$ cat config.mk
export PLATFORM = sky130hd
export DESIGN_NAME = ring_key_lookup_node_top
export DESIGN_NICKNAME = d
export VERILOG_FILES = /design/src/design/rkln_pkg.sv /design/src/design/rkln_front.sv /design/src/design/rkln_fifo.sv /design/src/design/rkln_back.sv /design/src/design/ring_key_lookup_node_top.sv
export SDC_FILE = /design/constraint.sdc
export NUM_CORES = 1
export LEC_CHECK = 0
export BUFFER_PORTS_ARGS = -buffer_cell sky130_fd_sc_hd__buf_2
export CAP_MARGIN = 40
export CORE_MARGIN = 4
export CORE_UTILIZATION = 55
export DETAILED_ROUTE_END_ITERATION = 6
export PLACE_DENSITY = 0.82
export SYNTH_ARGS = -nofsm -noshare
export SYNTH_HDL_FRONTEND = slang
export SYNTH_SLANG_ARGS = --single-unit
$ cat constraint.sdc
create_clock -name clk -period 10.15 [get_ports clk]
set_input_delay 0.5075 -clock clk [delete_from_list [all_inputs] [get_ports clk]]
set_output_delay 0.5075 -clock clk [all_outputs]
set_load 0.02 [all_outputs]
$ cat src/design/rkln_pkg.sv
// shared types and constants for the ring key lookup node
`default_nettype none

package rkln_pkg;

  localparam int ID_BITS       = 6;
  localparam int WORD_W        = 7;
  localparam int RANK_W        = 7;
  localparam int RAND_W        = 16;
  localparam int CMP_W         = (ID_BITS > WORD_W) ? ID_BITS : WORD_W;
  localparam int DIV_STEP_BITS = 4;
  localparam int DIV_STEPS     = RAND_W / DIV_STEP_BITS;
  localparam int DIV_CNT_W     = $clog2(DIV_STEPS);
  localparam int QDEPTH        = 2;
  localparam int QPTR_W        = $clog2(QDEPTH);

  localparam logic [RANK_W-1:0] OWN_RANK_RST = RANK_W'(1);

  typedef enum logic [3:0] {
    ACT_LOOKUP       = 4'd0,
    ACT_LOOKUP_REPLY = 4'd1,
    ACT_LEAVE        = 4'd2,
    ACT_LEAVE_REPLY  = 4'd3,
    ACT_JOIN         = 4'd4,
    ACT_JOIN_REPLY   = 4'd5,
    ACT_IGNORE       = 4'd6,
    ACT_START_LOOKUP = 4'd7,
    ACT_START_LEAVE  = 4'd8,
    ACT_START_JOIN   = 4'd9,
    ACT_LOAD_STATE   = 4'd10
  } act_t;

  typedef enum logic [3:0] {
    OP_NOP,
    OP_LOOKUP,
    OP_LOOKUP_REPLY,
    OP_LEAVE,
    OP_LEAVE_REPLY,
    OP_JOIN,
    OP_JOIN_REPLY,
    OP_IGNORE,
    OP_START_LOOKUP,
    OP_START_LEAVE,
    OP_START_JOIN,
    OP_LOAD_STATE
  } op_t;

  typedef enum logic [2:0] {
    KIND_LOOKUP       = 3'd0,
    KIND_LOOKUP_REPLY = 3'd1,
    KIND_LEAVE        = 3'd2,
    KIND_LEAVE_REPLY  = 3'd3,
    KIND_JOIN         = 3'd4,
    KIND_JOIN_REPLY   = 3'd5,
    KIND_IGNORE       = 3'd6
  } kind_t;

  typedef enum logic [1:0] {
    REP_NONE        = 2'd0,
    REP_LOOKUP_DONE = 2'd1,
    REP_LEAVE_DONE  = 2'd2,
    REP_NOT_FOUND   = 2'd3
  } report_t;

  typedef enum logic [1:0] {
    BK_IDLE,
    BK_DIV,
    BK_DONE
  } bk_state_t;

  typedef struct packed {
    logic [3:0]        action;
    logic [WORD_W-1:0] word_a;
    logic [WORD_W-1:0] word_b;
    logic [WORD_W-1:0] word_c;
    logic [WORD_W-1:0] word_d;
    logic [WORD_W-1:0] word_e;
    logic [RAND_W-1:0] random_word;
    logic [RANK_W-1:0] target_peer;
  } in_item_t;

  typedef struct packed {
    logic              send_valid;
    kind_t             send_kind;
    logic [RANK_W-1:0] send_dest;
    logic [WORD_W-1:0] out_a;
    logic [WORD_W-1:0] out_b;
    logic [WORD_W-1:0] out_c;
    logic [WORD_W-1:0] out_d;
    logic [WORD_W-1:0] out_e;
    report_t           report;
  } out_item_t;

  typedef struct packed {
    op_t      op;
    in_item_t item;
  } cmd_t;

  typedef struct packed {
    logic full;
    logic empty;
  } q_stat_t;

endpackage

`default_nettype wire

$ cat src/design/rkln_front.sv
// front stage: takes input transfers and classifies them into commands
`default_nettype none

module rkln_front (
  input  wire                logic clk,
  input  wire                logic rst_n,
  input  wire                logic in_valid,
  output logic                     in_stall,
  input  rkln_pkg::in_item_t       in_data,
  input  rkln_pkg::q_stat_t        q_stat,
  output logic                     push,
  output rkln_pkg::cmd_t           push_data
);
  import rkln_pkg::*;

  logic valid_r, valid_nxt;
  cmd_t cmd_r, cmd_nxt;
  logic accept;

  function automatic op_t classify(input logic [3:0] action);
    op_t op;
    case (action)
      ACT_LOOKUP:       op = OP_LOOKUP;
      ACT_LOOKUP_REPLY: op = OP_LOOKUP_REPLY;
      ACT_LEAVE:        op = OP_LEAVE;
      ACT_LEAVE_REPLY:  op = OP_LEAVE_REPLY;
      ACT_JOIN:         op = OP_JOIN;
      ACT_JOIN_REPLY:   op = OP_JOIN_REPLY;
      ACT_IGNORE:       op = OP_IGNORE;
      ACT_START_LOOKUP: op = OP_START_LOOKUP;
      ACT_START_LEAVE:  op = OP_START_LEAVE;
      ACT_START_JOIN:   op = OP_START_JOIN;
      ACT_LOAD_STATE:   op = OP_LOAD_STATE;
      default:          op = OP_NOP;
    endcase
    return op;
  endfunction

  assign push      = valid_r && !q_stat.full;
  assign in_stall  = valid_r && q_stat.full;
  assign accept    = in_valid && !in_stall;
  assign push_data = cmd_r;

  always_comb begin
    valid_nxt = valid_r;
    cmd_nxt   = cmd_r;
    if (accept) begin
      valid_nxt    = 1'b1;
      cmd_nxt.op   = classify(in_data.action);
      cmd_nxt.item = in_data;
    end else if (push) begin
      valid_nxt = 1'b0;
    end
  end

  always_ff @(posedge clk) begin
    if (!rst_n) begin
      valid_r <= 1'b0;
    end else begin
      valid_r <= valid_nxt;
    end
  end

  always_ff @(posedge clk) begin
    cmd_r <= cmd_nxt;
  end

endmodule

`default_nettype wire

$ cat src/design/rkln_fifo.sv
// short command queue between front and back
`default_nettype none

module rkln_fifo (
  input  wire               logic clk,
  input  wire               logic rst_n,
  input  wire               logic push,
  input  rkln_pkg::cmd_t          push_data,
  input  wire               logic pop,
  output rkln_pkg::cmd_t          head,
  output rkln_pkg::q_stat_t       stat
);
  import rkln_pkg::*;

  cmd_t              mem_r [QDEPTH];
  logic [QPTR_W-1:0] wr_ptr_r, wr_ptr_nxt;
  logic [QPTR_W-1:0] rd_ptr_r, rd_ptr_nxt;
  logic [QPTR_W:0]   count_r, count_nxt;

  assign head       = mem_r[rd_ptr_r];
  assign stat.full  = (count_r == (QPTR_W + 1)'(QDEPTH));
  assign stat.empty = (count_r == '0);

  always_comb begin
    wr_ptr_nxt = wr_ptr_r;
    rd_ptr_nxt = rd_ptr_r;
    count_nxt  = count_r;
    if (push) begin
      wr_ptr_nxt = wr_ptr_r + 1'b1;
    end
    if (pop) begin
      rd_ptr_nxt = rd_ptr_r + 1'b1;
    end
    if (push && !pop) begin
      count_nxt = count_r + 1'b1;
    end else if (pop && !push) begin
      count_nxt = count_r - 1'b1;
    end
  end

  always_ff @(posedge clk) begin
    if (!rst_n) begin
      wr_ptr_r <= '0;
      rd_ptr_r <= '0;
      count_r  <= '0;
    end else begin
      wr_ptr_r <= wr_ptr_nxt;
      rd_ptr_r <= rd_ptr_nxt;
      count_r  <= count_nxt;
    end
  end

  always_ff @(posedge clk) begin
    if (push) begin
      mem_r[wr_ptr_r] <= push_data;
    end
  end

  a_no_overflow: assert property (@(posedge clk) disable iff (!rst_n)
    stat.full |-> !push)
    else $error("push into full queue");

  a_no_underflow: assert property (@(posedge clk) disable iff (!rst_n)
    stat.empty |-> !pop)
    else $error("pop from empty queue");

  a_count_bound: assert property (@(posedge clk) disable iff (!rst_n)
    count_r <= (QPTR_W + 1)'(QDEPTH))
    else $error("queue count past depth");

endmodule

`default_nettype wire

$ cat src/design/rkln_back.sv
// back stage: node state, command execution, join remainder unit, output register
`default_nettype none

module rkln_back (
  input  wire                  logic clk,
  input  wire                  logic rst_n,
  input  wire                  logic cfg_we,
  input  wire                  logic [rkln_pkg::RANK_W-1:0] cfg_wdata,
  input  rkln_pkg::cmd_t             head,
  input  rkln_pkg::q_stat_t          q_stat,
  output logic                       pop,
  output logic                       out_valid,
  input  wire                  logic out_stall,
  output rkln_pkg::out_item_t        out_data
);
  import rkln_pkg::*;

  localparam int OWN_W = CMP_W + 1;
  localparam logic [DIV_CNT_W-1:0] CNT_LAST = DIV_CNT_W'(DIV_STEPS - 1);

  bk_state_t            state_r, state_nxt;
  logic [RANK_W-1:0]    own_rank_r, own_rank_nxt;
  logic [ID_BITS-1:0]   node_id_r, node_id_nxt;
  logic [ID_BITS-1:0]   fok_r, fok_nxt;
  logic [ID_BITS-1:0]   succ_id_r, succ_id_nxt;
  logic [RANK_W-1:0]    succ_rank_r, succ_rank_nxt;
  logic [DIV_CNT_W-1:0] cnt_r, cnt_nxt;
  logic [ID_BITS-1:0]   rem_r, rem_nxt;
  logic [ID_BITS-1:0]   span_r, span_nxt;
  logic [RAND_W-1:0]    dvd_r, dvd_nxt;
  logic [WORD_W-1:0]    join_a_r, join_a_nxt;
  logic                 out_valid_r, out_valid_nxt;
  out_item_t            out_data_r, out_data_nxt;

  logic                 slot_free;
  logic                 produce;
  out_item_t            res;

  // combinational execution of the queue head
  logic                 ex_send;
  logic                 ex_div;
  kind_t                ex_kind;
  report_t              ex_rep;
  logic [RANK_W-1:0]    ex_dest;
  logic [WORD_W-1:0]    ex_a, ex_b, ex_c, ex_d, ex_e;
  logic [ID_BITS-1:0]   ex_node, ex_fok, ex_sid;
  logic [RANK_W-1:0]    ex_srank;
  out_item_t            ex_res;

  logic [ID_BITS-1:0]   div_rem;
  logic [RAND_W-1:0]    div_dvd;
  logic [ID_BITS-1:0]   join_id;

  function automatic logic [ID_BITS-1:0] to_id(input logic [WORD_W-1:0] word);
    logic [CMP_W-1:0] t;
    t = CMP_W'(word);
    return t[ID_BITS-1:0];
  endfunction

  function automatic logic [WORD_W-1:0] to_word(input logic [ID_BITS-1:0] id);
    logic [CMP_W-1:0] t;
    t = CMP_W'(id);
    return t[WORD_W-1:0];
  endfunction

  function automatic logic id_eq(input logic [ID_BITS-1:0] id,
                                 input logic [WORD_W-1:0] word);
    return CMP_W'(id) == CMP_W'(word);
  endfunction

  // wrap-around ownership interval, full word width on the key
  function automatic logic owns(input logic [WORD_W-1:0]  key,
                                input logic [ID_BITS-1:0] fok,
                                input logic [ID_BITS-1:0] nid);
    logic [OWN_W-1:0] k, f, n, ring;
    k    = OWN_W'(key);
    f    = OWN_W'(fok);
    n    = OWN_W'(nid);
    ring = OWN_W'(1) << ID_BITS;
    if (f <= n) begin
      return (f <= k) && (k <= n);
    end
    return ((f <= k) && (k < ring)) || (k <= n);
  endfunction

  assign slot_free = !out_valid_r || !out_stall;
  assign out_valid = out_valid_r;
  assign out_data  = out_data_r;
  assign join_id   = fok_r + rem_r;

  always_comb begin
    ex_send  = 1'b0;
    ex_div   = 1'b0;
    ex_kind  = KIND_LOOKUP;
    ex_rep   = REP_NONE;
    ex_dest  = succ_rank_r;
    ex_a     = head.item.word_a;
    ex_b     = head.item.word_b;
    ex_c     = head.item.word_c;
    ex_d     = head.item.word_d;
    ex_e     = head.item.word_e;
    ex_node  = node_id_r;
    ex_fok   = fok_r;
    ex_sid   = succ_id_r;
    ex_srank = succ_rank_r;
    case (head.op)
      OP_LOOKUP: begin
        ex_send = 1'b1;
        if (owns(head.item.word_b, fok_r, node_id_r)) begin
          ex_kind = KIND_LOOKUP_REPLY;
          ex_c    = to_word(node_id_r);
          ex_d    = own_rank_r;
        end
      end
      OP_LOOKUP_REPLY: begin
        if (id_eq(node_id_r, head.item.word_a)) begin
          ex_rep = REP_LOOKUP_DONE;
        end else begin
          ex_send = 1'b1;
          ex_kind = KIND_LOOKUP_REPLY;
        end
      end
      OP_LEAVE: begin
        ex_fok  = to_id(head.item.word_a);
        ex_c    = to_word(node_id_r);
        ex_d    = own_rank_r;
        ex_send = 1'b1;
        ex_kind = KIND_LEAVE_REPLY;
      end
      OP_LEAVE_REPLY: begin
        if (id_eq(succ_id_r, head.item.word_b)) begin
          ex_send  = 1'b1;
          ex_kind  = KIND_LEAVE_REPLY;
          ex_sid   = to_id(head.item.word_c);
          ex_srank = head.item.word_d;
        end else if (id_eq(node_id_r, head.item.word_b)) begin
          ex_rep = REP_LEAVE_DONE;
        end else begin
          ex_send = 1'b1;
          ex_kind = KIND_LEAVE_REPLY;
        end
      end
      OP_JOIN: begin
        if (fok_r == node_id_r) begin
          ex_send = 1'b1;
          ex_kind = KIND_JOIN;
        end else begin
          ex_div = 1'b1;
        end
      end
      OP_JOIN_REPLY: begin
        if (own_rank_r == head.item.word_a) begin
          ex_node  = to_id(head.item.word_b);
          ex_sid   = to_id(head.item.word_c);
          ex_srank = head.item.word_d;
          ex_fok   = to_id(head.item.word_e);
        end else begin
          if (id_eq(succ_id_r, head.item.word_c)) begin
            ex_sid   = to_id(head.item.word_b);
            ex_srank = head.item.word_a;
            ex_dest  = head.item.word_a;
          end
          ex_send = 1'b1;
          ex_kind = KIND_JOIN_REPLY;
        end
      end
      OP_IGNORE: begin
        if (id_eq(node_id_r, head.item.word_a)) begin
          if (!owns(head.item.word_b, fok_r, node_id_r)) begin
            ex_rep = REP_NOT_FOUND;
          end
        end else begin
          ex_send = 1'b1;
          ex_kind = KIND_IGNORE;
        end
      end
      OP_START_LOOKUP: begin
        ex_a    = to_word(node_id_r);
        ex_c    = '0;
        ex_d    = '0;
        ex_e    = '0;
        ex_send = 1'b1;
        ex_kind = owns(head.item.word_b, fok_r, node_id_r) ? KIND_IGNORE : KIND_LOOKUP;
      end
      OP_START_LEAVE: begin
        ex_a    = to_word(fok_r);
        ex_b    = to_word(node_id_r);
        ex_c    = '0;
        ex_d    = '0;
        ex_e    = '0;
        ex_send = 1'b1;
        ex_kind = KIND_LEAVE;
      end
      OP_START_JOIN: begin
        ex_a    = own_rank_r;
        ex_b    = '0;
        ex_c    = '0;
        ex_d    = '0;
        ex_e    = '0;
        ex_send = 1'b1;
        ex_kind = KIND_JOIN;
        ex_dest = head.item.target_peer;
      end
      OP_LOAD_STATE: begin
        ex_node  = to_id(head.item.word_a);
        ex_fok   = to_id(head.item.word_b);
        ex_sid   = to_id(head.item.word_c);
        ex_srank = head.item.word_d;
      end
      default: begin
      end
    endcase
  end

  // words are cleared when nothing is sent and nothing is reported
  always_comb begin
    ex_res.send_valid = ex_send;
    ex_res.send_kind  = ex_send ? ex_kind : KIND_LOOKUP;
    ex_res.send_dest  = ex_send ? ex_dest : '0;
    ex_res.report     = ex_rep;
    if (ex_send || ex_rep != REP_NONE) begin
      ex_res.out_a = ex_a;
      ex_res.out_b = ex_b;
      ex_res.out_c = ex_c;
      ex_res.out_d = ex_d;
      ex_res.out_e = ex_e;
    end else begin
      ex_res.out_a = '0;
      ex_res.out_b = '0;
      ex_res.out_c = '0;
      ex_res.out_d = '0;
      ex_res.out_e = '0;
    end
  end

  // restoring remainder, a few dividend bits per cycle
  always_comb begin
    logic [ID_BITS:0]   trial;
    logic [ID_BITS-1:0] r;
    logic [RAND_W-1:0]  d;
    r = rem_r;
    d = dvd_r;
    for (int i = 0; i < DIV_STEP_BITS; i++) begin
      trial = {r, d[RAND_W-1]};
      d     = d << 1;
      if (trial >= {1'b0, span_r}) begin
        r = ID_BITS'(trial - {1'b0, span_r});
      end else begin
        r = trial[ID_BITS-1:0];
      end
    end
    div_rem = r;
    div_dvd = d;
  end

  always_comb begin
    state_nxt     = state_r;
    own_rank_nxt  = cfg_we ? cfg_wdata : own_rank_r;
    node_id_nxt   = node_id_r;
    fok_nxt       = fok_r;
    succ_id_nxt   = succ_id_r;
    succ_rank_nxt = succ_rank_r;
    cnt_nxt       = cnt_r;
    rem_nxt       = rem_r;
    span_nxt      = span_r;
    dvd_nxt       = dvd_r;
    join_a_nxt    = join_a_r;
    pop           = 1'b0;
    produce       = 1'b0;
    res           = ex_res;
    case (state_r)
      BK_IDLE: begin
        if (!q_stat.empty && slot_free) begin
          pop = 1'b1;
          if (ex_div) begin
            dvd_nxt    = head.item.random_word;
            rem_nxt    = '0;
            span_nxt   = node_id_r - fok_r;
            cnt_nxt    = '0;
            join_a_nxt = head.item.word_a;
            state_nxt  = BK_DIV;
          end else begin
            produce       = 1'b1;
            node_id_nxt   = ex_node;
            fok_nxt       = ex_fok;
            succ_id_nxt   = ex_sid;
            succ_rank_nxt = ex_srank;
          end
        end
      end
      BK_DIV: begin
        rem_nxt = div_rem;
        dvd_nxt = div_dvd;
        cnt_nxt = cnt_r + 1'b1;
        if (cnt_r == CNT_LAST) begin
          state_nxt = BK_DONE;
        end
      end
      BK_DONE: begin
        res.send_valid = 1'b1;
        res.send_kind  = KIND_JOIN_REPLY;
        res.send_dest  = succ_rank_r;
        res.out_a      = join_a_r;
        res.out_b      = to_word(join_id);
        res.out_c      = to_word(node_id_r);
        res.out_d      = own_rank_r;
        res.out_e      = to_word(fok_r);
        res.report     = REP_NONE;
        if (slot_free) begin
          produce   = 1'b1;
          fok_nxt   = join_id + 1'b1;
          state_nxt = BK_IDLE;
        end
      end
      default: begin
        state_nxt = BK_IDLE;
      end
    endcase
  end

  always_comb begin
    out_valid_nxt = out_valid_r;
    out_data_nxt  = out_data_r;
    if (produce) begin
      out_valid_nxt = 1'b1;
      out_data_nxt  = res;
    end else if (out_valid_r && !out_stall) begin
      out_valid_nxt = 1'b0;
    end
  end

  always_ff @(posedge clk) begin
    if (!rst_n) begin
      state_r     <= BK_IDLE;
      own_rank_r  <= OWN_RANK_RST;
      node_id_r   <= '0;
      fok_r       <= '0;
      succ_id_r   <= '0;
      succ_rank_r <= '0;
      cnt_r       <= '0;
      out_valid_r <= 1'b0;
    end else begin
      state_r     <= state_nxt;
      own_rank_r  <= own_rank_nxt;
      node_id_r   <= node_id_nxt;
      fok_r       <= fok_nxt;
      succ_id_r   <= succ_id_nxt;
      succ_rank_r <= succ_rank_nxt;
      cnt_r       <= cnt_nxt;
      out_valid_r <= out_valid_nxt;
    end
  end

  always_ff @(posedge clk) begin
    rem_r      <= rem_nxt;
    span_r     <= span_nxt;
    dvd_r      <= dvd_nxt;
    join_a_r   <= join_a_nxt;
    out_data_r <= out_data_nxt;
  end

  a_no_pop_in_div: assert property (@(posedge clk) disable iff (!rst_n)
    state_r != BK_IDLE |-> !pop)
    else $error("queue popped during join remainder");

  a_rem_below_span: assert property (@(posedge clk) disable iff (!rst_n)
    state_r != BK_IDLE |-> (span_r != '0 && rem_r < span_r))
    else $error("join remainder out of range");

  a_div_length: assert property (@(posedge clk) disable iff (!rst_n)
    (state_r == BK_DIV && cnt_r != CNT_LAST) |=> state_r == BK_DIV)
    else $error("join remainder left early");

  a_produce_lands: assert property (@(posedge clk) disable iff (!rst_n)
    produce |=> out_valid_r)
    else $error("result lost at output register");

endmodule

`default_nettype wire

$ cat src/design/ring_key_lookup_node_top.sv
// top level of the ring key lookup node
`default_nettype none

// ring key lookup node: one node of a successor-only hash ring
// - in channel (in_valid / in_stall / in_data): one message or local command
//   per transfer; every transfer gives exactly one result transfer
// - out channel (out_valid / out_stall / out_data): optional outgoing message
//   (send_valid, kind, destination rank, five words) plus a report code
// - cfg port: cfg_we writes cfg_wdata into the node's own rank, no read-back
// - path: a result passes the front register, the command queue and the
//   output register; a join that picks a new id also runs the remainder unit
// - throughput: one command per cycle while out_stall is low, except a join
//   that picks an id, which holds the back end in the remainder unit
//   that takes 4 bits of the 16-bit random draw per cycle
// - a front register and a 2-entry command queue sit between the input and
//   the executing back end, so input keeps flowing while a result waits
// - reset (rst_n low, synchronous) empties front, queue and output register,
//   clears node id, first owned key and successor, and sets own rank to 1
// - out_stall holds the result register; the back end then stops, the queue
//   fills, and in_stall rises once front register and queue are both full
module ring_key_lookup_node_top (
  input  wire                  logic clk,
  input  wire                  logic rst_n,
  input  wire                  logic in_valid,
  output logic                       in_stall,
  input  rkln_pkg::in_item_t         in_data,
  output logic                       out_valid,
  input  wire                  logic out_stall,
  output rkln_pkg::out_item_t        out_data,
  input  wire                  logic cfg_we,
  input  wire                  logic [rkln_pkg::RANK_W-1:0] cfg_wdata
);
  import rkln_pkg::*;

  // front to queue
  logic    push;
  cmd_t    push_data;

  // queue to back
  cmd_t    head;
  q_stat_t q_stat;
  logic    pop;

  // classify and register each input transfer
  rkln_front u_front (
    .clk       (clk),
    .rst_n     (rst_n),
    .in_valid  (in_valid),
    .in_stall  (in_stall),
    .in_data   (in_data),
    .q_stat    (q_stat),
    .push      (push),
    .push_data (push_data)
  );

  // decouples front from back
  rkln_fifo u_fifo (
    .clk       (clk),
    .rst_n     (rst_n),
    .push      (push),
    .push_data (push_data),
    .pop       (pop),
    .head      (head),
    .stat      (q_stat)
  );

  // node state, execution, join id draw and output register
  rkln_back u_back (
    .clk       (clk),
    .rst_n     (rst_n),
    .cfg_we    (cfg_we),
    .cfg_wdata (cfg_wdata),
    .head      (head),
    .q_stat    (q_stat),
    .pop       (pop),
    .out_valid (out_valid),
    .out_stall (out_stall),
    .out_data  (out_data)
  );

endmodule

`default_nettype wire

==> results of run 1 <==
-- state kept, by name, summed over array words and instances, names as in the netlist, 2 cells and up, named ones only --
signal              count
u_fifo.mem_r          124
u_back.succ_rank_r      7
u_back.rem_r            6
u_front.push_data      62
u_back.out_data        48
u_back.node_id_r        6
u_back.dvd_r           16
u_back.cnt_r            2
u_back.span_r           6
u_back.own_rank_r       7
u_back.fok_r            6
u_back.succ_id_r        6
u_back.join_a_r         7
u_back.state_r          2
u_fifo.count_r          2
-- cell usage after synthesis (all sizes together), types with 4 or more instances --
cell    count  area share
dfxtp      43       0.059
a21o       12      0.0061
nand2b      9      0.0044
a221o       5      0.0034
clkbuf     21      0.0054
fa          6      0.0082
and3        9      0.0038
inv        57       0.015
nor2       88       0.023
nor2b      34       0.015
o21a        4      0.0020
o21ai      85       0.029
mux2i      88       0.061
a21oi      40       0.015
nand3      12      0.0041
and2       15      0.0064
a22oi       9      0.0050
a21boi     12      0.0061
nand2      80       0.020
nor3       18      0.0075
nand3b      5      0.0026
xnor2      40       0.024
o22ai      20       0.011
buf        15      0.0071
xor2       13      0.0078
mux2       17       0.015
a211oi     22       0.012
ha         51       0.044
o32a        6      0.0041
edfxtp    269        0.55
-- logic make-up after synthesis --
group	synth area share
fa+ha+maj	0.05175
simple gates	0.09428
buf+inv	0.02707
mux	0.07524
compound gates	0.1099
flops	0.6101
xor+xnor	0.03168
-- power breakdown --
part | internal (mW) | switching, mW | total [mW] | leakage, nW
Combinational | 0.492 | 0.834 | 1.33 | 2.80
Sequential | 1.65 | 0.111 | 1.76 | 2.87
Clock | 0.617 | 0.451 | 1.07 | 0.465
-- how the worst max path moves through the flow --
stage | to | slack, ns | depth (start not counted)
finish | u_back.rem_r[2]$_SDFFCE_PN0P_ | 1.49 | 32
global route | u_back.rem_r[5]$_SDFFCE_PN0P_ | 0.85 | 33
CTS | u_back.rem_r[2]$_SDFFCE_PN0P_ | 1.49 | 32
detailed placement | u_back.rem_r[2]$_SDFFCE_PN0P_ | 1.53 | 32
global placement | u_back.rem_r[1]$_SDFFCE_PN0P_ | 1.74 | 32
floorplan | u_back.rem_r[1]$_SDFFCE_PN0P_ | 2.48 | 31
-- metal layers --
layer	global-route usage	routed length, um	vias to the layer above
met3	0.03470	2676	70
met1	0.3071	13560	4597
met2	0.3612	15710	413
met4	0.06132	920	0
li1	-	-	4515
met5	0	0	-
-- area by class of cell --
type,instances,share of cell area
sequential,312,0.5383
clock buffer,47,0.05272
multi-input combinational,740,0.3218
inverter,57,0.01288
tap,335,0.02523
clock inverter,9,0.004745
timing repair buffer,139,0.04429
-- critical path: cells and delay by family (launching register included) --
family | cells | cell delay (ns)
buf+inv | 3 | 0.42
mux | 3 | 0.98
compound gates | 15 | 4.14
simple gates | 7 | 1.11
fa+ha+maj | 4 | 1.29
flops | 1 | 0.49
==> results.tsv, run 1 <==
metric	value	unit
status	finished, final reports clean	
die area	29310	um^2
Routed WL	32870	um
dpl ws	1.532	ns
Placed Area	15660	um^2
routed vias/inst	5.854	
Clock Root Buffer	clkbuf_16	
WP data arrival	8.94	ns
post-synthesis cell count	1145	
area used by multi-input combinational logic	5346	um^2
Core Util, Final	0.6357	
Synthesized Nets	1276	
reg2reg start	u_back.span_r[1]$_DFFE_PP_	
Worst Path Required	10.42	ns
# diodes	0	
Final HPWL DP	23560	um
hold slack	0.1241	ns
Overall Power	4.154	mW
DR pass1 iterations	5	
crit path time final	8.662	ns
Post-Route Skew	0.02871	ns
most frequent cells in the layout	269 x edfxtp_1, 123 x buf_2, 86 x nor2_1, 86 x mux2i_1, 80 x nand2_1	
Final Hold Vio Count	0	
antenna violations before repair	0	
RSZ-0062 raised after global routing	no	
# hold bufs at CTS	0	
Synth Register Bits	312	
vias in the first global route	9358	
pwr dens	250.1	nW/um^2
crit path launch	u_back.span_r[1]$_DFFE_PP_	
first-pass GRT wire length	50660	um
DRT antenna net count	0	
H-tree Lvls	1	
number of fill cells in the layout	1987	
register area	8942	um^2
grt ovf	0	
Worst Setup End Kind	flop	
worst setup path category	reg2reg	
total track usage	0.2194	
synthesized area	14650	um^2
# setup viols final	0	
Synth Area per Inst	12.80	um^2
commonest non-fill, non-tap cell in the layout	edfxtp_1	
GP Congestion	0.9836	
layout net count	1411	
Netlist cell types	71	
Hold Path Origin	in_data[32]	
Rows	59	
Hold Path End	u_front.push_data[32]$_DFFE_PP_	
Seq/Total Area, Yosys	0.6101	
post-synthesis async set-or-reset flop share	0	
DR WL/cell	20.05	um
Core Region	26130	um^2
Placed Cells	1583	
ys flop type	edfxtp_1	
period utilisation layout	0.8534	
Synth warnings	0	
Ports	124	
Hold Path Class	in2reg	
FF-to-FF End	u_back.rem_r[2]$_SDFFCE_PN0P_	
initial drt markers	760	
Worst setup SP type	flop	
P&R area growth vs syn	13.38	%
die extent in x	171.2	um
CP max FO	8	
setup repair bufs after CTS	0	
f_max	0.1154	GHz
initial core utilization	0.5607	
most frequent CP cell	ha_1	
fin cells	1639	
Slew headroom	0.3224	
Die Ht	171.2	um
max incr delay on CP	0.49	ns
Fin Setup TNS	0	ns
cells on worst reg2reg path	32	
EDFF count, synth	269	
Leak	6.140	nW
TritonCTS clock tree	yes	
CTS clock-pin slew for the worst setup and hold paths	0.06	ns
slack of the critical path	1.488	ns
worst-margin pin slew	1.016	ns
largest net degree at the start of global routing	64	
Via Count	9595	
port bufs	123	
# resized after CTS	0	
Clk Latency, worst-skew pair	0.56	ns
register-to-register setup slack	1.49	ns
max_cap viols	0	
Slowest-stage cell, CP	edfxtp_1	
WHS Path Cells	1	
pins over their slew limit	0	
layout cells sized above 1	0.1756	
Post-Layout Inst Area	16610	um^2
DRC viols	0	
Peak VDD IR	0.1905	mV
CTS Sinks	312	
CTS Buffer Depth	3	
CTS Buf Count	30	
Power figures use the tool's default switching activity.
==> run 2: changes to the inputs <==
--- a/config.mk
+++ b/config.mk
@@ -7,9 +7,11 @@
 export LEC_CHECK = 0
 export BUFFER_PORTS_ARGS = -buffer_cell sky130_fd_sc_hd__buf_2
 export CAP_MARGIN = 40
+export CORE_ASPECT_RATIO = 1.5
 export CORE_MARGIN = 4
 export CORE_UTILIZATION = 55
 export DETAILED_ROUTE_END_ITERATION = 6
+export GPL_ROUTABILITY_DRIVEN = 0
 export PLACE_DENSITY = 0.82
 export SYNTH_ARGS = -nofsm -noshare
 export SYNTH_HDL_FRONTEND = slang
==> run 2 against run 1 <==
Against the previous run:
- highest routed layer unchanged
- count of clock-buffer cells in the layout down 14
- die area up 0.18%
- global-route usage down 0.091 points
- final area down 0.14%
- clock power about the same
- via count down 0.21%
- first-iteration DRC count up 18%
- maximum frequency up 0.79%
- utilization up 0.15 points
- sequential power about the same
- sequential share of layout area up 0.073 points
==> results.tsv, run 2 (same netlist as run 1, synthesis figures left out) <==
metric	value	unit	change
Post-Layout Inst Area	16590	um^2	-0.14%
Worst Path Required	10.43	ns	about the same
crit path launch	u_back.span_r[1]$_DFFE_PP_		
register share of total power	0.417		-0.006
DR WL/cell	19.80	um	-1.3%
sw power	1.397	mW	about the same
Hold Path Origin	in_data[36]		
CTS Buf Count	29		-3.3%
hold slack	0.1311	ns	+0.007000 ns
layout net count	1408		-0.21%
Rows	72		+22%
P&R area growth vs syn	13.23	%	
Ports	124		unchanged
Peak VDD IR	0.1771	mV	-7.0%
most frequent cells in the layout	269 x edfxtp_1, 123 x buf_2, 86 x nor2_1, 86 x mux2i_1, 80 x nand2_1		
vias in the first global route	9838		+5.1%
initial core utilization	0.5628		+0.002102
fin cells	1632		-0.43%
# hold bufs at CTS	0		unchanged
Leak	6.128	nW	-0.20%
CTS Sinks	312		unchanged
FF-to-FF End	u_back.rem_r[5]$_SDFFCE_PN0P_		
reg2reg start	u_back.span_r[1]$_DFFE_PP_		
CTS Buffer Depth	3		unchanged
Via Count	9575		-0.21%
CTS clock-pin slew for the worst setup and hold paths	0.06	ns	about the same
worst setup path category	reg2reg		
max reg flops	124		unchanged
# resized after CTS	0		unchanged
Clk pwr share	0.260		+0.003
area used by multi-input combinational logic	5346	um^2	unchanged
setup repair bufs after CTS	0		unchanged
DRC viols	0		unchanged
Post-Route Skew	0.02065	ns	-0.008065 ns
max incr delay on CP	0.52	ns	+0.03 ns
Slew headroom	0.3196		-0.002772
Buf/Inv on CP	2		-1
Clock Root Buffer	clkbuf_16		
Worst setup SP type	flop		
most frequent CP cell	ha_1		
f_max	0.1164	GHz	+0.79%
pins over their slew limit	0		unchanged
period utilisation layout	0.8467		-0.006649
Worst Setup End Kind	flop		
die area	29370	um^2	+0.18%
largest net degree at the start of global routing	64		unchanged
WP data arrival	8.88	ns	-0.06 ns
layout cells sized above 1	0.1740		-0.001634
CP max FO	8		unchanged
Final Hold Vio Count	0		unchanged
status	finished, final reports clean		
Die Ht	207.9	um	+21%
DR pass1 iterations	5		unchanged
pwr dens	250.9	nW/um^2	+0.33%
# setup viols final	0		unchanged
TritonCTS clock tree	yes		
# diodes	0		unchanged
Routed WL	32310	um	-1.7%
register area	8942	um^2	unchanged
Pint	2.765	mW	+0.27%
max_cap viols	0		unchanged
Fin Setup TNS	0	ns	unchanged
DRT antenna net count	0		unchanged
Gate power share	0.323		+0.004
Clk Latency, worst-skew pair	0.55	ns	about the same
Core Region	26040	um^2	-0.37%
Top delay family on crit path	compound AO/OA/AOI/OAI gates		
first-pass GRT wire length	51200	um	+1.1%
commonest non-fill, non-tap cell in the layout	edfxtp_1		
worst-margin pin slew	1.021	ns	+0.004158 ns
number of fill cells in the layout	1906		-4.1%
WHS Path Cells	1		unchanged
Slowest-stage cell, CP	edfxtp_1		
Placed Cells	1579		-0.25%
RSZ-0062 raised after global routing	no		
port bufs	123		unchanged
Overall Power	4.162	mW	+0.19%
Final HPWL DP	22820	um	-3.1%
total track usage	0.2185		-0.0009144
antenna violations before repair	0		unchanged
cells on worst reg2reg path	32		unchanged
routed vias/inst	5.867		+0.22%
register-to-register setup slack	1.56	ns	+0.07 ns
H-tree Lvls	1		unchanged
Hold Path End	u_front.push_data[36]$_DFFE_PP_		
sw frac	0.3357		-0.0005004
initial drt markers	899		+18%
Largest Register	u_fifo.mem_r		
crit path time final	8.594	ns	-0.06749 ns
Hold Path Class	in2reg		
grt ovf	0		unchanged
Placed Area	15640	um^2	-0.11%
die extent in x	141.3	um	-17%
==> run 2: cell types whose count changed in the layout (fill, tap and decap cells not counted), sizes merged <==
cell	change
bufinv	+3
buf	-2
inv	+2
clkbuf	-14
clkinv	+6
==> run 2: worst reg2reg max path, delay by kind of cell (launching register included) <==
| kind | cells | cell delay (ns) |
|---|---|---|
| flops | 1 | 0.52 |
| buf+inv | 2 | 0.37 |
| simple gates | 7 | 0.96 |
| fa+ha+maj | 4 | 1.29 |
| mux | 2 | 0.66 |
| compound gates | 17 | 4.52 |
==> run 2: layout make-up <==
cell class              instances  share of cell area
flip-flops and latches        312              0.5390
multi-input cells             740              0.3223
inverters                      57             0.01290
clock buffers                  33             0.04465
well taps                     333             0.02511
clock inverters                20             0.01260
repair buffers                137             0.04344
==> run 2: worst max path at each step <==
stage / end / slack (ns) / depth (start not counted)
after CTS: u_back.rem_r[5]$_SDFFCE_PN0P_ / 1.64 / 33
after detailed placement: u_back.rem_r[5]$_SDFFCE_PN0P_ / 1.65 / 33
final: u_back.rem_r[5]$_SDFFCE_PN0P_ / 1.56 / 32
after global routing: u_back.rem_r[1]$_SDFFCE_PN0P_ / 0.96 / 32
after global placement: u_back.rem_r[3]$_SDFFCE_PN0P_ / 1.94 / 31
after floorplan: u_back.rem_r[1]$_SDFFCE_PN0P_ / 2.48 / 31
==> run 2: power groups by stage <==
stage	combinational, mW	sequential [mW]	clock, mW
finish	1.34	1.74	1.08
global route	1.45	1.75	1.16
CTS	1.33	1.74	1.10
detailed placement	1.32	1.77	0
global placement	1.29	1.76	0
floorplan	0.869	1.86	0
==> run 2: per-stage QoR <==
step             util  worst slack (ns)
6_report       0.6372             1.556
5_1_grt        0.6372            0.9609
4_1_cts        0.6372             1.639
3_5_place_dp   0.6007             1.651
3_3_place_gp   0.6004             1.945
2_1_floorplan       -             2.482
==> run 2: routing by layer <==
layer,share of wire,vias to the layer above,GRT usage
li1,-,4509,-
met1,0.38,4511,0.2652
met2,0.51,433,0.3793
met3,0.069,122,0.03630
met4,0.047,0,0.09930
met5,0,-,0
==> run 3: changes to the inputs <==
--- a/config.mk
+++ b/config.mk
@@ -5,6 +5,7 @@
 export SDC_FILE = /design/constraint.sdc
 export NUM_CORES = 1
 export LEC_CHECK = 0
+export ABC_AREA = 1
 export BUFFER_PORTS_ARGS = -buffer_cell sky130_fd_sc_hd__buf_2
 export CAP_MARGIN = 40
 export CORE_ASPECT_RATIO = 1.5
==> constraint.sdc (replaced) <==
create_clock -name clk -period 9 [get_ports clk]
set_input_delay 0.45 -clock clk [delete_from_list [all_inputs] [get_ports clk]]
set_output_delay 0.45 -clock clk [all_outputs]
set_load 0.02 [all_outputs]
==> run 3 against run 2 <==
Against the previous run:
- the run now ends with DRC left
- die area up 3.5%
- sequential power up 18%
- highest routed layer unchanged
- worst hold slack worse by 0.075 ns
==> results.tsv, run 3 <==
metric	value	unit	change
Peak VDD IR	0.2381	mV	+34%
setup repair bufs after CTS	0		unchanged
Synth warnings	0		unchanged
Clock Root Buffer	clkbuf_16		
H-tree Lvls	1		unchanged
Hold Path Class	in2reg		
Rows	74		+2.8%
TritonCTS clock tree	yes		
DRT antenna net count	0		unchanged
antenna violations before repair	0		unchanged
DRC viols	1		+1
ys flop type	edfxtp_1		
most frequent cells in the layout	420 x nand2_1, 269 x edfxtp_1, 167 x inv_1		
top cell type's share of synthesized area	0.5317		-0.01966
die extent in x	143.7	um	+1.7%
CTS clock-pin slew for the worst setup and hold paths	0.07	ns	about the same
CP max FO	10		+2
Routed WL	37370	um	+16%
Synth area leader	edfxtp_1		
Core Region	27220	um^2	+4.6%
Gate power share	0.419		+0.096
routed vias/inst	5.737		-2.2%
Largest Register	u_fifo.mem_r		
P&R area growth vs syn	12.12	%	
f_max	0.1384	GHz	+19%
RSZ-0062 raised after global routing	no		
vias in the first global route	11390		+16%
first-pass GRT wire length	58580	um	+14%
Fin Setup TNS	0	ns	unchanged
EDFF count, synth	269		unchanged
register area	8940	um^2	about the same
# diodes	0		unchanged
Synthesized Nets	1691		+33%
Worst setup SP type	flop		
Seq/Total Area, Yosys	0.5883		-0.02175
Synth area leaders	edfxtp_1 53%, nand2_1 10%, dfxtp_1 5.7%		
Final HPWL DP	26610	um	+17%
violated checks	DRC		
Slew headroom	0.4158		+0.09618
CTS Buf Count	28		-3.4%
synthesized area	15190	um^2	+3.7%
Post-synth top cells	421 x nand2_1, 269 x edfxtp_1, 168 x inv_1		
status	finished, violations left		
Netlist cell types	49		-31%
Worst Setup End Kind	flop		
Final Hold Vio Count	0		unchanged
number of fill cells in the layout	2121		+11%
most frequent cell after synthesis	nand2_1		
pins over their slew limit	0		unchanged
# setup viols final	0		unchanged
worst-margin pin slew	0.8705	ns	-0.1501 ns
Clk Latency, worst-skew pair	0.57	ns	+0.02 ns
initial core utilization	0.5581		-0.004619
Overall Power	5.535	mW	+33%
Pint	3.250	mW	+18%
Slowest-stage cell, CP	edfxtp_1		
Worst Path Required	9.29	ns	-1.14 ns
post-synthesis cell count	1560		+36%
Post-Route Skew	0.02861	ns	+0.007968 ns
# hold bufs at CTS	0		unchanged
max reg flops	124		unchanged
Core Util, Final	0.6258		-0.01140
port bufs	123		unchanged
DR WL/cell	18.26	um	-7.7%
Synth Area per Inst	9.739	um^2	-24%
Die Ht	211.6	um	+1.8%
crit path time final	7.224	ns	-1.371 ns
max incr delay on CP	0.51	ns	about the same
die area	30400	um^2	+3.5%
period utilisation layout	0.8026		-0.04411
Leak	7.264	nW	+19%
worst setup path category	reg2reg		
WP data arrival	7.52	ns	-1.36 ns
Via Count	11740		+23%
layout net count	1814		+29%
CTS Buffer Depth	3		unchanged
pwr dens	324.9	nW/um^2	+30%
max_cap viols	0		unchanged
DR pass1 iterations	7		+2
CTS Sinks	312		unchanged
Synth Register Bits	312		unchanged
post-synthesis async set-or-reset flop share	0		unchanged
commonest non-fill, non-tap cell in the layout	nand2_1		
register share of total power	0.373		-0.044
Clk pwr share	0.208		-0.052
total track usage	0.2455		+0.02702
initial drt markers	1379		+53%
largest net degree at the start of global routing	63		-1.6%
sw power	2.284	mW	+64%
layout cells sized above 1	0.1344		-0.03959
Ports	124		unchanged
sw frac	0.4127		+0.07706
# resized after CTS	0		unchanged
grt ovf	0		unchanged
area used by multi-input combinational logic	5379	um^2	+0.61%
most frequent CP cell	nand2_1		
-- run 3: final timing paths --
| check | start | endpoint | slack (ns) | cells past startpoint |
|---|---|---|---|---|
| max | u_back.span_r[1]$_DFFE_PP_ | u_back.rem_r[2]$_SDFFCE_PN0P_ | 1.78 | 42 |
| min | in_data[8] | u_front.push_data[8]$_DFFE_PP_ | 0.06 | 1 |
| max reg2reg | u_back.span_r[1]$_DFFE_PP_ | u_back.rem_r[2]$_SDFFCE_PN0P_ | 1.78 | 42 |
| min reg2reg | u_front.push_data[46]$_DFFE_PP_ | u_fifo.mem_r[0][46]$_DFFE_PP_ | 0.44 | 0 |
-- run 3: cell type report --
class                           instances  share of cell area
Tap cell                              342             0.02512
Multi-Input combinational cell       1028              0.3158
Clock inverter                         21             0.01043
Inverter                              179             0.03944
Sequential cell                       312              0.5248
Clock buffer                           30             0.04157
Timing Repair Buffer                  134             0.04289
-- run 3: cell families after synthesis --
| kind of cell | synth area share |
|---|---|
| AND/OR/NAND/NOR | 0.1734 |
| flip-flops | 0.5883 |
| AO/OA/AOI/OAI | 0.1043 |
| buffers and inverters | 0.05896 |
| adder cells (fa/ha/maj) | 0.04991 |
| XOR/XNOR | 0.01845 |
| multiplexers | 0.006588 |
-- run 3: power by group through the flow --
stage / logic [mW] / registers [mW] / clock network [mW]
after global placement: 2.15 / 2.09 / 0
after floorplan: 1.48 / 2.21 / 0
after global routing: 2.53 / 2.09 / 1.24
final: 2.32 / 2.06 / 1.15
after detailed placement: 2.24 / 2.09 / 0
after CTS: 2.26 / 2.06 / 1.17
-- run 3: worst max-delay path: cells and delay by family, from the launching register on --
kind / cells / cell delay [ns]
and+or+nand+nor: 26 / 2.73
AOI/OAI and AO/OA: 7 / 1.89
adders and majority gates: 4 / 1.23
buffers and inverters: 5 / 0.57
DFF: 1 / 0.51
-- run 3: layer usage --
| metal | up-vias | wire (um) | track usage |
|---|---|---|---|
| met5 | - | 0 | 0 |
| met1 | 5366 | 12840 | 0.2907 |
| li1 | 5516 | - | - |
| met4 | 0 | 2636 | 0.1410 |
| met3 | 190 | 3269 | 0.03955 |
| met2 | 666 | 18630 | 0.4208 |
-- run 3: metrics by stage --
step | hold slack [ns] | cell area, um^2 | std cells | setup WS [ns]
6_report | 0.05591 | 17040 | 2046 | 1.776
5_1_grt | 0.03917 | 17040 | 2046 | 1.054
4_1_cts | 0.03964 | 17040 | 2046 | 1.925
3_5_place_dp | 0.4296 | 16150 | 1995 | 2.068
3_3_place_gp | 0.4234 | 16100 | 1993 | 2.428
2_1_floorplan | 0.4215 | 15190 | 1560 | 2.996
